===== config.mk =====
export PLATFORM = sky130hd
export DESIGN_NAME = bitmap_line_rasterizer_top_flat
export DESIGN_NICKNAME = d
export VERILOG_FILES = /design/src/sv/blr_pkg.sv /design/src/sv/blr_if.sv /design/src/sv/blr_walk.sv /design/src/sv/blr_ctrl.sv /design/src/sv/blr_out.sv /design/src/sv/bitmap_line_rasterizer_top.sv /design/src/flat_wrapper.sv
export SDC_FILE = /design/constraint.sdc
export NUM_CORES = 1
export LEC_CHECK = 0
export BUFFER_PORTS_ARGS = -buffer_cell sky130_fd_sc_hd__buf_2
export CORE_MARGIN = 1
export CORE_UTILIZATION = 50
export DETAILED_ROUTE_END_ITERATION = 7
export PLACE_DENSITY = 0.72
export SETUP_SLACK_MARGIN = 0.5
export SYNTH_ARGS = -nofsm -noshare
export SYNTH_HDL_FRONTEND = slang
export SYNTH_SLANG_ARGS = --single-unit

===== constraint.sdc =====
create_clock -name clk_i -period 5 [get_ports clk_i]
set_input_delay 1 -clock clk_i [delete_from_list [all_inputs] [get_ports clk_i]]
set_output_delay 1 -clock clk_i [all_outputs]
set_load 0.005 [all_outputs]

===== src/sv/blr_pkg.sv =====
package blr_pkg;

  localparam int MAX_DIM    = 64;
  localparam int DIM_W      = $clog2(MAX_DIM + 1);
  localparam int IN_W       = 8;
  localparam int COORD_W    = 6;
  localparam int ADDR_W     = 12;
  localparam int CFG_IDX_W  = 2;
  localparam int CFG_DATA_W = 7;

  typedef enum logic [CFG_IDX_W-1:0] {
    REG_BITMAP_WIDTH  = 2'd0,
    REG_BITMAP_HEIGHT = 2'd1
  } cfg_reg_e;

  typedef enum logic [1:0] {
    ST_IDLE,
    ST_SETUP,
    ST_RUN,
    ST_REJECT
  } state_e;

  typedef struct packed {
    logic load;
    logic setup;
    logic step;
  } walk_cmd_t;

  typedef struct packed {
    logic reject;
    logic at_end;
  } walk_sts_t;

  typedef struct packed {
    logic valid;
    logic rejected;
    logic last;
  } emit_t;

  // Saturate a size register to the largest bitmap dimension.
  function automatic logic [DIM_W-1:0] eff_dim(input logic [CFG_DATA_W-1:0] r);
    logic [DIM_W-1:0] res;
    if (r > CFG_DATA_W'(MAX_DIM)) begin
      res = DIM_W'(MAX_DIM);
    end else begin
      res = DIM_W'(r);
    end
    return res;
  endfunction

endpackage


===== src/sv/blr_if.sv =====
interface blr_cfg_if import blr_pkg::*; ();
  logic                  valid;
  logic                  ready;
  logic [CFG_IDX_W-1:0]  index;
  logic [CFG_DATA_W-1:0] data;

  modport source (output valid, index, data, input ready);
  modport sink (input valid, index, data, output ready);
endinterface

interface blr_line_if import blr_pkg::*; ();
  logic                   valid;
  logic                   ready;
  logic signed [IN_W-1:0] start_x;
  logic signed [IN_W-1:0] start_y;
  logic signed [IN_W-1:0] delta_x;
  logic signed [IN_W-1:0] delta_y;

  modport source (output valid, start_x, start_y, delta_x, delta_y, input ready);
  modport sink (input valid, start_x, start_y, delta_x, delta_y, output ready);
endinterface

interface blr_pixel_if import blr_pkg::*; ();
  logic               valid;
  logic               ready;
  logic [COORD_W-1:0] pixel_x;
  logic [COORD_W-1:0] pixel_y;
  logic [ADDR_W-1:0]  pixel_address;
  logic               rejected;
  logic               last;

  modport source (output valid, pixel_x, pixel_y, pixel_address, rejected, last,
                  input ready);
  modport sink (input valid, pixel_x, pixel_y, pixel_address, rejected, last,
                output ready);
endinterface


===== src/sv/blr_walk.sv =====
module blr_walk import blr_pkg::*; (
  input  logic                   clk_i,
  input  walk_cmd_t              cmd_i,
  input  logic signed [IN_W-1:0] start_x_i,
  input  logic signed [IN_W-1:0] start_y_i,
  input  logic signed [IN_W-1:0] delta_x_i,
  input  logic signed [IN_W-1:0] delta_y_i,
  input  logic [DIM_W-1:0]       width_i,
  input  logic [DIM_W-1:0]       height_i,
  output logic [COORD_W-1:0]     pix_x_o,
  output logic [COORD_W-1:0]     pix_y_o,
  output walk_sts_t              sts_o
);

  logic signed [IN_W-1:0] x0_q, y0_q, dx_q, dy_q;
  logic [COORD_W-1:0]     cx_q, cx_d, cy_q, cy_d;
  logic [COORD_W-1:0]     accu_q, accu_d, major_q, minor_q, k_q;
  logic                   xmajor_q, xneg_q, yneg_q;

  logic signed [IN_W+1:0] xs, ys, xe, ye, wl, hl;
  logic [IN_W-1:0]        adx, ady, major, minor;
  logic                   xmaj;
  logic [COORD_W:0]       sum;
  logic                   wrap;
  logic [COORD_W-1:0]     cx_nx, cy_nx;

  // Endpoint range check against the live bitmap size.
  always_comb begin
    xs = {{2{x0_q[IN_W-1]}}, x0_q};
    ys = {{2{y0_q[IN_W-1]}}, y0_q};
    xe = xs + {{2{dx_q[IN_W-1]}}, dx_q};
    ye = ys + {{2{dy_q[IN_W-1]}}, dy_q};
    wl = (IN_W+2)'(width_i);
    hl = (IN_W+2)'(height_i);
    sts_o.reject = (xs < 0) || (ys < 0) || (xe < 0) || (ye < 0) ||
                   (xs >= wl) || (ys >= hl) || (xe >= wl) || (ye >= hl);
    sts_o.at_end = (k_q == major_q);
  end

  // Major and minor lengths.
  always_comb begin
    adx   = dx_q[IN_W-1] ? IN_W'(-dx_q) : IN_W'(dx_q);
    ady   = dy_q[IN_W-1] ? IN_W'(-dy_q) : IN_W'(dy_q);
    xmaj  = !(adx < ady);
    major = xmaj ? adx : ady;
    minor = xmaj ? ady : adx;
  end

  // Shared error-term adder and compare.
  always_comb begin
    sum    = {1'b0, accu_q} + {1'b0, minor_q};
    wrap   = (sum >= {1'b0, major_q});
    accu_d = wrap ? COORD_W'(sum - {1'b0, major_q}) : sum[COORD_W-1:0];
    cx_nx  = xneg_q ? cx_q - COORD_W'(1) : cx_q + COORD_W'(1);
    cy_nx  = yneg_q ? cy_q - COORD_W'(1) : cy_q + COORD_W'(1);
    cx_d   = (xmajor_q || wrap) ? cx_nx : cx_q;
    cy_d   = (!xmajor_q || wrap) ? cy_nx : cy_q;
  end

  always_ff @(posedge clk_i) begin
    if (cmd_i.load) begin
      x0_q <= start_x_i;
      y0_q <= start_y_i;
      dx_q <= delta_x_i;
      dy_q <= delta_y_i;
    end
    if (cmd_i.setup) begin
      cx_q     <= x0_q[COORD_W-1:0];
      cy_q     <= y0_q[COORD_W-1:0];
      major_q  <= major[COORD_W-1:0];
      minor_q  <= minor[COORD_W-1:0];
      accu_q   <= major[COORD_W:1];
      k_q      <= '0;
      xmajor_q <= xmaj;
      xneg_q   <= dx_q[IN_W-1] || (dx_q == 0);
      yneg_q   <= dy_q[IN_W-1] || (dy_q == 0);
    end else if (cmd_i.step) begin
      cx_q   <= cx_d;
      cy_q   <= cy_d;
      accu_q <= accu_d;
      k_q    <= k_q + COORD_W'(1);
    end
  end

  assign pix_x_o = cx_q;
  assign pix_y_o = cy_q;

endmodule


===== src/sv/blr_ctrl.sv =====
module blr_ctrl import blr_pkg::*; (
  input  logic      clk_i,
  input  logic      rst_ni,
  input  logic      in_valid_i,
  input  logic      out_free_i,
  input  walk_sts_t sts_i,
  output logic      in_ready_o,
  output walk_cmd_t cmd_o,
  output emit_t     emit_o
);

  state_e state_q, state_d;

  always_comb begin
    state_d = state_q;
    unique case (state_q)
      ST_IDLE:   if (in_valid_i) state_d = ST_SETUP;
      ST_SETUP:  state_d = sts_i.reject ? ST_REJECT : ST_RUN;
      ST_RUN:    if (out_free_i && sts_i.at_end) state_d = ST_IDLE;
      ST_REJECT: if (out_free_i) state_d = ST_IDLE;
      default:   state_d = ST_IDLE;
    endcase
  end

  always_comb begin
    in_ready_o      = (state_q == ST_IDLE);
    cmd_o.load      = (state_q == ST_IDLE) && in_valid_i;
    cmd_o.setup     = (state_q == ST_SETUP);
    cmd_o.step      = (state_q == ST_RUN) && out_free_i && !sts_i.at_end;
    emit_o.valid    = ((state_q == ST_RUN) || (state_q == ST_REJECT)) && out_free_i;
    emit_o.rejected = (state_q == ST_REJECT);
    emit_o.last     = (state_q == ST_REJECT) || sts_i.at_end;
  end

  always_ff @(posedge clk_i or negedge rst_ni) begin
    if (!rst_ni) begin
      state_q <= ST_IDLE;
    end else begin
      state_q <= state_d;
    end
  end

endmodule


===== src/sv/blr_out.sv =====
module blr_out import blr_pkg::*; (
  input  logic               clk_i,
  input  logic               rst_ni,
  input  emit_t              emit_i,
  input  logic [COORD_W-1:0] pix_x_i,
  input  logic [COORD_W-1:0] pix_y_i,
  input  logic [DIM_W-1:0]   width_i,
  input  logic               ready_i,
  output logic               valid_o,
  output logic               free_o,
  output logic [COORD_W-1:0] pixel_x_o,
  output logic [COORD_W-1:0] pixel_y_o,
  output logic [ADDR_W-1:0]  pixel_address_o,
  output logic               rejected_o,
  output logic               last_o
);

  logic                       valid_q;
  logic [COORD_W-1:0]         x_q, y_q;
  logic [ADDR_W-1:0]          addr_q;
  logic                       rej_q, last_q;
  logic [COORD_W+DIM_W-1:0]   prod, lin;

  // Row offset times width plus column.
  always_comb begin
    prod = (COORD_W+DIM_W)'(pix_y_i) * (COORD_W+DIM_W)'(width_i);
    lin  = prod + (COORD_W+DIM_W)'(pix_x_i);
  end

  assign free_o = !valid_q || ready_i;

  always_ff @(posedge clk_i or negedge rst_ni) begin
    if (!rst_ni) begin
      valid_q <= 1'b0;
    end else if (emit_i.valid) begin
      valid_q <= 1'b1;
    end else if (ready_i) begin
      valid_q <= 1'b0;
    end
  end

  always_ff @(posedge clk_i) begin
    if (emit_i.valid) begin
      x_q    <= emit_i.rejected ? '0 : pix_x_i;
      y_q    <= emit_i.rejected ? '0 : pix_y_i;
      addr_q <= emit_i.rejected ? '0 : lin[ADDR_W-1:0];
      rej_q  <= emit_i.rejected;
      last_q <= emit_i.last;
    end
  end

  assign valid_o         = valid_q;
  assign pixel_x_o       = x_q;
  assign pixel_y_o       = y_q;
  assign pixel_address_o = addr_q;
  assign rejected_o      = rej_q;
  assign last_o          = last_q;

endmodule


===== src/sv/bitmap_line_rasterizer_top.sv =====
// After a line word is taken, the sequencer sets up the walk, and the first
//   pixel word is then registered in the output register.
// Throughput: one pixel word per cycle while the sink keeps ready high; sink
//   stalls hold the walk; the next line is taken after the last word is out.
// A rejected line yields a single word.
// Reset: width and height return to 64, the output register empties, the
//   sequencer goes idle.
module bitmap_line_rasterizer_top import blr_pkg::*; (
  input  logic        clk_i,
  input  logic        rst_ni,
  blr_cfg_if.sink     cfg_i,
  blr_line_if.sink    line_i,
  blr_pixel_if.source pixel_o
);

  // Size registers; write them only while no line is in flight.
  logic [CFG_DATA_W-1:0] width_q, height_q;
  logic [DIM_W-1:0]      width_eff, height_eff;

  walk_cmd_t          cmd;
  walk_sts_t          sts;
  emit_t              emit;
  logic               out_free;
  logic [COORD_W-1:0] pix_x, pix_y;

  assign cfg_i.ready = 1'b1;

  always_ff @(posedge clk_i or negedge rst_ni) begin
    if (!rst_ni) begin
      width_q  <= CFG_DATA_W'(MAX_DIM);
      height_q <= CFG_DATA_W'(MAX_DIM);
    end else if (cfg_i.valid) begin
      // Drop writes to indexes beyond the register list.
      unique case (cfg_i.index)
        REG_BITMAP_WIDTH:  width_q  <= cfg_i.data;
        REG_BITMAP_HEIGHT: height_q <= cfg_i.data;
        default: ;
      endcase
    end
  end

  // Clamp oversized settings; a zero size rejects every line.
  assign width_eff  = eff_dim(width_q);
  assign height_eff = eff_dim(height_q);

  // Sequencer: take a line, set up the walk, then emit one pixel per free slot, or a single reject word.
  blr_ctrl u_ctrl (
    .clk_i      (clk_i),
    .rst_ni     (rst_ni),
    .in_valid_i (line_i.valid),
    .out_free_i (out_free),
    .sts_i      (sts),
    .in_ready_o (line_i.ready),
    .cmd_o      (cmd),
    .emit_o     (emit)
  );

  // Walk unit: one adder and compare on the error term advance the major coordinate
  // every step and the minor coordinate when the term wraps.
  blr_walk u_walk (
    .clk_i     (clk_i),
    .cmd_i     (cmd),
    .start_x_i (line_i.start_x),
    .start_y_i (line_i.start_y),
    .delta_x_i (line_i.delta_x),
    .delta_y_i (line_i.delta_y),
    .width_i   (width_eff),
    .height_i  (height_eff),
    .pix_x_o   (pix_x),
    .pix_y_o   (pix_y),
    .sts_o     (sts)
  );

  // Output register: forms the linear address and holds the word for the sink.
  blr_out u_out (
    .clk_i           (clk_i),
    .rst_ni          (rst_ni),
    .emit_i          (emit),
    .pix_x_i         (pix_x),
    .pix_y_i         (pix_y),
    .width_i         (width_eff),
    .ready_i         (pixel_o.ready),
    .valid_o         (pixel_o.valid),
    .free_o          (out_free),
    .pixel_x_o       (pixel_o.pixel_x),
    .pixel_y_o       (pixel_o.pixel_y),
    .pixel_address_o (pixel_o.pixel_address),
    .rejected_o      (pixel_o.rejected),
    .last_o          (pixel_o.last)
  );

endmodule


===== src/flat_wrapper.sv =====
// flat-port wrapper written by rule: the top's interface ports become plain ports
module bitmap_line_rasterizer_top_flat import blr_pkg::*;
  (clk_i, rst_ni, cfg_i_valid, cfg_i_index, cfg_i_data, cfg_i_ready, line_i_valid, line_i_start_x, line_i_start_y, line_i_delta_x, line_i_delta_y, line_i_ready, pixel_o_valid, pixel_o_pixel_x, pixel_o_pixel_y, pixel_o_pixel_address, pixel_o_rejected, pixel_o_last, pixel_o_ready);
  blr_cfg_if cfg_i_i ();
  blr_line_if line_i_i ();
  blr_pixel_if pixel_o_i ();
  input  logic clk_i;
  input  logic rst_ni;
  input wire logic [$bits(cfg_i_i.valid)-1:0] cfg_i_valid;
  input wire logic [$bits(cfg_i_i.index)-1:0] cfg_i_index;
  input wire logic [$bits(cfg_i_i.data)-1:0] cfg_i_data;
  output wire logic [$bits(cfg_i_i.ready)-1:0] cfg_i_ready;
  input wire logic [$bits(line_i_i.valid)-1:0] line_i_valid;
  input wire logic [$bits(line_i_i.start_x)-1:0] line_i_start_x;
  input wire logic [$bits(line_i_i.start_y)-1:0] line_i_start_y;
  input wire logic [$bits(line_i_i.delta_x)-1:0] line_i_delta_x;
  input wire logic [$bits(line_i_i.delta_y)-1:0] line_i_delta_y;
  output wire logic [$bits(line_i_i.ready)-1:0] line_i_ready;
  output wire logic [$bits(pixel_o_i.valid)-1:0] pixel_o_valid;
  output wire logic [$bits(pixel_o_i.pixel_x)-1:0] pixel_o_pixel_x;
  output wire logic [$bits(pixel_o_i.pixel_y)-1:0] pixel_o_pixel_y;
  output wire logic [$bits(pixel_o_i.pixel_address)-1:0] pixel_o_pixel_address;
  output wire logic [$bits(pixel_o_i.rejected)-1:0] pixel_o_rejected;
  output wire logic [$bits(pixel_o_i.last)-1:0] pixel_o_last;
  input wire logic [$bits(pixel_o_i.ready)-1:0] pixel_o_ready;
  assign cfg_i_i.valid = cfg_i_valid;
  assign cfg_i_i.index = cfg_i_index;
  assign cfg_i_i.data = cfg_i_data;
  assign cfg_i_ready = cfg_i_i.ready;
  assign line_i_i.valid = line_i_valid;
  assign line_i_i.start_x = line_i_start_x;
  assign line_i_i.start_y = line_i_start_y;
  assign line_i_i.delta_x = line_i_delta_x;
  assign line_i_i.delta_y = line_i_delta_y;
  assign line_i_ready = line_i_i.ready;
  assign pixel_o_valid = pixel_o_i.valid;
  assign pixel_o_pixel_x = pixel_o_i.pixel_x;
  assign pixel_o_pixel_y = pixel_o_i.pixel_y;
  assign pixel_o_pixel_address = pixel_o_i.pixel_address;
  assign pixel_o_rejected = pixel_o_i.rejected;
  assign pixel_o_last = pixel_o_i.last;
  assign pixel_o_i.ready = pixel_o_ready;
  bitmap_line_rasterizer_top u_core (.clk_i(clk_i), .rst_ni(rst_ni), .cfg_i(cfg_i_i), .line_i(line_i_i), .pixel_o(pixel_o_i));
endmodule

==> report_table.html <==
<table>
<tr><th>Metric</th><th>Value</th></tr>
<tr><th colspan="2">STA</th></tr>
<tr><td>Part of the cycle the worst path needs</td><td>87.9%</td></tr>
<tr><td>Worst slew pin tran</td><td>1080 ps</td></tr>
<tr><td>Setup_tns</td><td>0 ps</td></tr>
<tr><td>Final number of max-transition violations</td><td>0</td></tr>
<tr><td>Relative slew margins</td><td>27.8%</td></tr>
<tr><td>Highest Clock Rate</td><td>228 MHz</td></tr>
<tr><td>Final critical path time including I/O delays and setup</td><td>4390 ps</td></tr>
<tr><td>Number of setup violations in the final report</td><td>0</td></tr>
<tr><td>Final count of hold timing violations</td><td>0</td></tr>
<tr><td>RSZ-0062 raised after global routing</td><td>yes</td></tr>
<tr><td>Layout Skew</td><td>8.72 ps</td></tr>
<tr><th colspan="2">Synth</th></tr>
<tr><td>Post-synthesis cell type with the largest combined area</td><td>sky130_fd_sc_hd__edfxtp_1</td></tr>
<tr><td>Post-Syn Instances</td><td>766</td></tr>
<tr><td>Most common cell in the netlist</td><td>sky130_fd_sc_hd__ha_1</td></tr>
<tr><td>Top cell type's share of synthesized area</td><td>33.1%</td></tr>
<tr><td>Count of cell types in the netlist</td><td>59</td></tr>
<tr><td>Cell types with the highest counts after synthesis</td><td>104 x sky130_fd_sc_hd__ha_1, 91 x sky130_fd_sc_hd__edfxtp_1, 71 x sky130_fd_sc_hd__inv_1, 60 x sky130_fd_sc_hd__nor2_1, 39 x sky130_fd_sc_hd__a21oi_1</td></tr>
<tr><td>Syn Std Cell Area</td><td>8250 sq um</td></tr>
<tr><td>Cells taking the most area after synthesis</td><td>sky130_fd_sc_hd__edfxtp_1 33%, sky130_fd_sc_hd__ha_1 16%, sky130_fd_sc_hd__fa_1 7.0%</td></tr>
<tr><td>Total of warnings raised by yosys</td><td>0</td></tr>
<tr><td>Mean post-synth cell area</td><td>10.8 sq um</td></tr>
<tr><td>Sequential cell area fraction in the yosys report</td><td>39.7%</td></tr>
<tr><td>Leading register cell type out of synthesis</td><td>sky130_fd_sc_hd__edfxtp_1</td></tr>
<tr><td>Flops &amp; latches, synth</td><td>114</td></tr>
<tr><td>Asr flop ratio synth</td><td>14.9%</td></tr>
<tr><td>Number of enable-type register cells in the synthesized netlist</td><td>91</td></tr>
<tr><td>Mapped Nets</td><td>945</td></tr>
<tr><th colspan="2">Layout</th></tr>
<tr><td>Fin nets</td><td>1034</td></tr>
<tr><td>Final Instance Area</td><td>9650 sq um</td></tr>
<tr><td>Area overhead of the layout relative to synthesis</td><td>16.9%</td></tr>
<tr><td>Proportion of layout cells with a drive suffix above 1</td><td>17.3%</td></tr>
<tr><td>Fill cell instance count of the final layout</td><td>1348</td></tr>
<tr><td>Number of antenna cells inserted</td><td>0</td></tr>
<tr><th colspan="2">Die</th></tr>
<tr><td>Starting density of the core</td><td>51.6%</td></tr>
<tr><td>Die boundary height</td><td>130 um</td></tr>
<tr><td>Core footprint</td><td>16000 sq um</td></tr>
<tr><td>X dimension of the die</td><td>130 um</td></tr>
<tr><td>Boundary Pins</td><td>75</td></tr>
<tr><td>Area of the die</td><td>17000 sq um</td></tr>
<tr><td>Number of rows created at floorplan</td><td>46</td></tr>
<tr><th colspan="2">Clock network</th></tr>
<tr><td>CTS tree</td><td>yes</td></tr>
<tr><td>Number of clock buffers inserted by TritonCTS</td><td>17</td></tr>
<tr><td>Max Buffers Root-to-Sink</td><td>2</td></tr>
<tr><td>Clock sink count</td><td>114</td></tr>
<tr><td>Worst-skew pair later-pin latency</td><td>430 ps</td></tr>
<tr><td>CTS root buf</td><td>sky130_fd_sc_hd__clkbuf_16</td></tr>
<tr><td>Clock transition at the registers of the reported paths</td><td>60 ps</td></tr>
<tr><td>Number of H-tree levels</td><td>4</td></tr>
<tr><th colspan="2">Drt</th></tr>
<tr><td>Vias</td><td>5881</td></tr>
<tr><td>Routed wire length</td><td>17400 um</td></tr>
<tr><td>Per-cell routed wire length</td><td>16.0 um</td></tr>
<tr><td>Vias per cell</td><td>5.43</td></tr>
<tr><td>First drt pass iteration count</td><td>5</td></tr>
<tr><td>Number of remaining DRC errors</td><td>0</td></tr>
<tr><td>Antenna viol nets, final</td><td>0</td></tr>
<tr><td>First DRT Iteration DRCs</td><td>319</td></tr>
<tr><th colspan="2">Worst setup path</th></tr>
<tr><td>Crit start category</td><td>flip-flop</td></tr>
<tr><td>CP Data Arrival Time</td><td>4550 ps</td></tr>
<tr><td>Worst setup path class</td><td>flip-flop to flip-flop</td></tr>
<tr><td>Reg2Reg Depth</td><td>15</td></tr>
<tr><td>Worst r2r src</td><td>u_core.width_q[6]</td></tr>
<tr><td>Max FO, Critical Path</td><td>6</td></tr>
<tr><td>End of the worst register-to-register path</td><td>u_core.u_out.pixel_address_o[9]</td></tr>
<tr><td>R2R setup slack</td><td>610 ps</td></tr>
<tr><td>Kind of capture point of the worst setup path</td><td>flip-flop</td></tr>
<tr><td>Required time at the endpoint of the critical path</td><td>5160 ps</td></tr>
<tr><th colspan="2">Global route</th></tr>
<tr><td>Maximum number of pins on one net before global-route repair</td><td>32</td></tr>
<tr><td>Aggregate global-route resource usage</td><td>21.8%</td></tr>
<tr><td>Wire length of the first global-routing pass</td><td>27800 um</td></tr>
<tr><td>Initial antenna violation count</td><td>0</td></tr>
<tr><td>Number of global-route vias before repair</td><td>5624</td></tr>
<tr><td>Total grt overflow</td><td>0</td></tr>
<tr><th colspan="2">Worst hold path</th></tr>
<tr><td>Classification of the worst-slack hold path</td><td>flip-flop to flip-flop</td></tr>
<tr><td>Hold Crit Endpoint</td><td>u_core.u_walk.k_q[4]</td></tr>
<tr><td>Hold path startpoint</td><td>u_core.u_walk.k_q[4]</td></tr>
<tr><td>Number of cells traversed by the worst hold path</td><td>1</td></tr>
<tr><th colspan="2">Run status</th></tr>
<tr><td>Status</td><td>complete, no violations</td></tr>
<tr><th colspan="2">Placed design</th></tr>
<tr><td>Count of port buffers added during placement</td><td>73</td></tr>
<tr><td>Gpl congestion</td><td>0.826</td></tr>
<tr><td>Detailed placer's ending HPWL</td><td>13100 um</td></tr>
<tr><td>Post-Place Cell Area</td><td>8900 sq um</td></tr>
<tr><th colspan="2">Job</th></tr>
<tr><td>Max-cap check violation count</td><td>0</td></tr>
</table>
==> per-layer routing <==
layer  wire length (um)  GRT usage (%)  vias up  part of all wire (%)
met3                747           4.19       28                   4.3
li1                   -              -     2927                     -
met4                313           7.03        0                   1.8
met2               7880           34.9      167                    45
met1               8440           29.8     2759                    49
met5                  0              0        -                     0
==> kinds of logic (layout without fill, tap and decap cells) <==
kind of cell,after synthesis,in the layout,synth area share (%)
buffers and inverters,84,186,3.87
AOI/OAI and AO/OA,153,153,12.2
xor gates and xnor gates,54,54,5.73
and+or+nand+nor,200,200,12.1
muxes,27,27,3.49
DFF,114,114,39.7
other,1,1,0.0454
adders and majority gates,133,133,22.8
==> cell type report <==
type                            count  area (sq um)  area share [%]
Timing Repair Buffer               83           440            4.56
Multi-Input combinational cell    568          4760            49.4
Inverter                           71           267            2.76
Clock inverter                     10           183            1.89
Sequential cell                   114          3280            34.0
Clock buffer                       22           444            4.60
Tap cell                          216           270            2.80
==> state kept, by name (all words and copies together), names as in the netlist, 7 cells and up <==
| name | count |
|---|---|
| u_core.u_walk.dx_q | 8 |
| u_core.u_walk.y0_q | 8 |
| u_core.height_q | 7 |
| u_core.u_walk.x0_q | 8 |
| u_core.width_q | 7 |
| u_core.u_walk.dy_q | 8 |
| u_core.u_out.pixel_address_o | 12 |
==> layout by cell type, fill, tap and decap left out, types with 17 or more instances in the layout <==
master                      netlist  layout
sky130_fd_sc_hd__and2_1          32      31
sky130_fd_sc_hd__buf_2            0      73
sky130_fd_sc_hd__edfxtp_1        91      91
sky130_fd_sc_hd__fa_1            29      29
sky130_fd_sc_hd__xor2_1          25      25
sky130_fd_sc_hd__a21o_1          20      20
sky130_fd_sc_hd__ha_1           104     103
sky130_fd_sc_hd__xnor2_1         29      29
sky130_fd_sc_hd__a21oi_1         39      39
sky130_fd_sc_hd__clkbuf_16        0      17
sky130_fd_sc_hd__o21ai_0         26      26
sky130_fd_sc_hd__inv_1           71      67
sky130_fd_sc_hd__nor2_1          60      59
sky130_fd_sc_hd__nand2_1         38      38
==> stage by stage <==
stage | hold slack, ps | std cells | worst slack, ps | util [%]
3_3_place_gp | 482 | 1047 | 370 | 55.6
4_1_cts | 500 | 1081 | 538 | 59.8
2_1_floorplan | 463 | 766 | 495 | -
3_5_place_dp | 488 | 1047 | 296 | 55.6
5_1_grt | 512 | 1084 | 461 | 60.3
6_report | 499 | 1084 | 606 | 60.3
==> timing repair <==
item | in CTS | in global routing
setup endpoints to repair | 4 | 4
hold endpoints to repair | 0 | 0
pin swaps | 0 | 7
gates resized for setup | 5 | 19
hold buffers | 0 | 0
buffers inserted | 2 | 3
==> critical path: stages (launching register included) <==
cell and delay, ps:
sky130_fd_sc_hd__dfstp_2 650, sky130_fd_sc_hd__nor2b_4 80, sky130_fd_sc_hd__and2_4 160, sky130_fd_sc_hd__fa_1 540
sky130_fd_sc_hd__inv_1 50, sky130_fd_sc_hd__fa_1 470, sky130_fd_sc_hd__inv_1 50, sky130_fd_sc_hd__fa_1 520
sky130_fd_sc_hd__inv_1 50, sky130_fd_sc_hd__fa_1 490, sky130_fd_sc_hd__inv_2 50, sky130_fd_sc_hd__ha_4 230
sky130_fd_sc_hd__a21o_1 220, sky130_fd_sc_hd__a2111oi_4 350, sky130_fd_sc_hd__or3_1 170, sky130_fd_sc_hd__a21oi_1 60
==> worst max path at each step <==
stage	start	endpoint	slack, ps	depth (start not counted)
floorplan	u_core.width_q[6]	u_core.u_out.pixel_address_o[11]	500	16
global placement	u_core.width_q[6]	u_core.u_out.pixel_address_o[11]	370	14
detailed placement	u_core.width_q[6]	u_core.u_out.pixel_address_o[11]	300	14
CTS	u_core.width_q[6]	u_core.u_out.pixel_address_o[11]	540	15
global route	u_core.width_q[6]	u_core.u_out.pixel_address_o[9]	460	15
finish	u_core.width_q[6]	u_core.u_out.pixel_address_o[9]	610	15
Power is left out: the tool's default activity adds up to more than one toggle a clock period on the data nets, which glitch-free logic cannot reach.
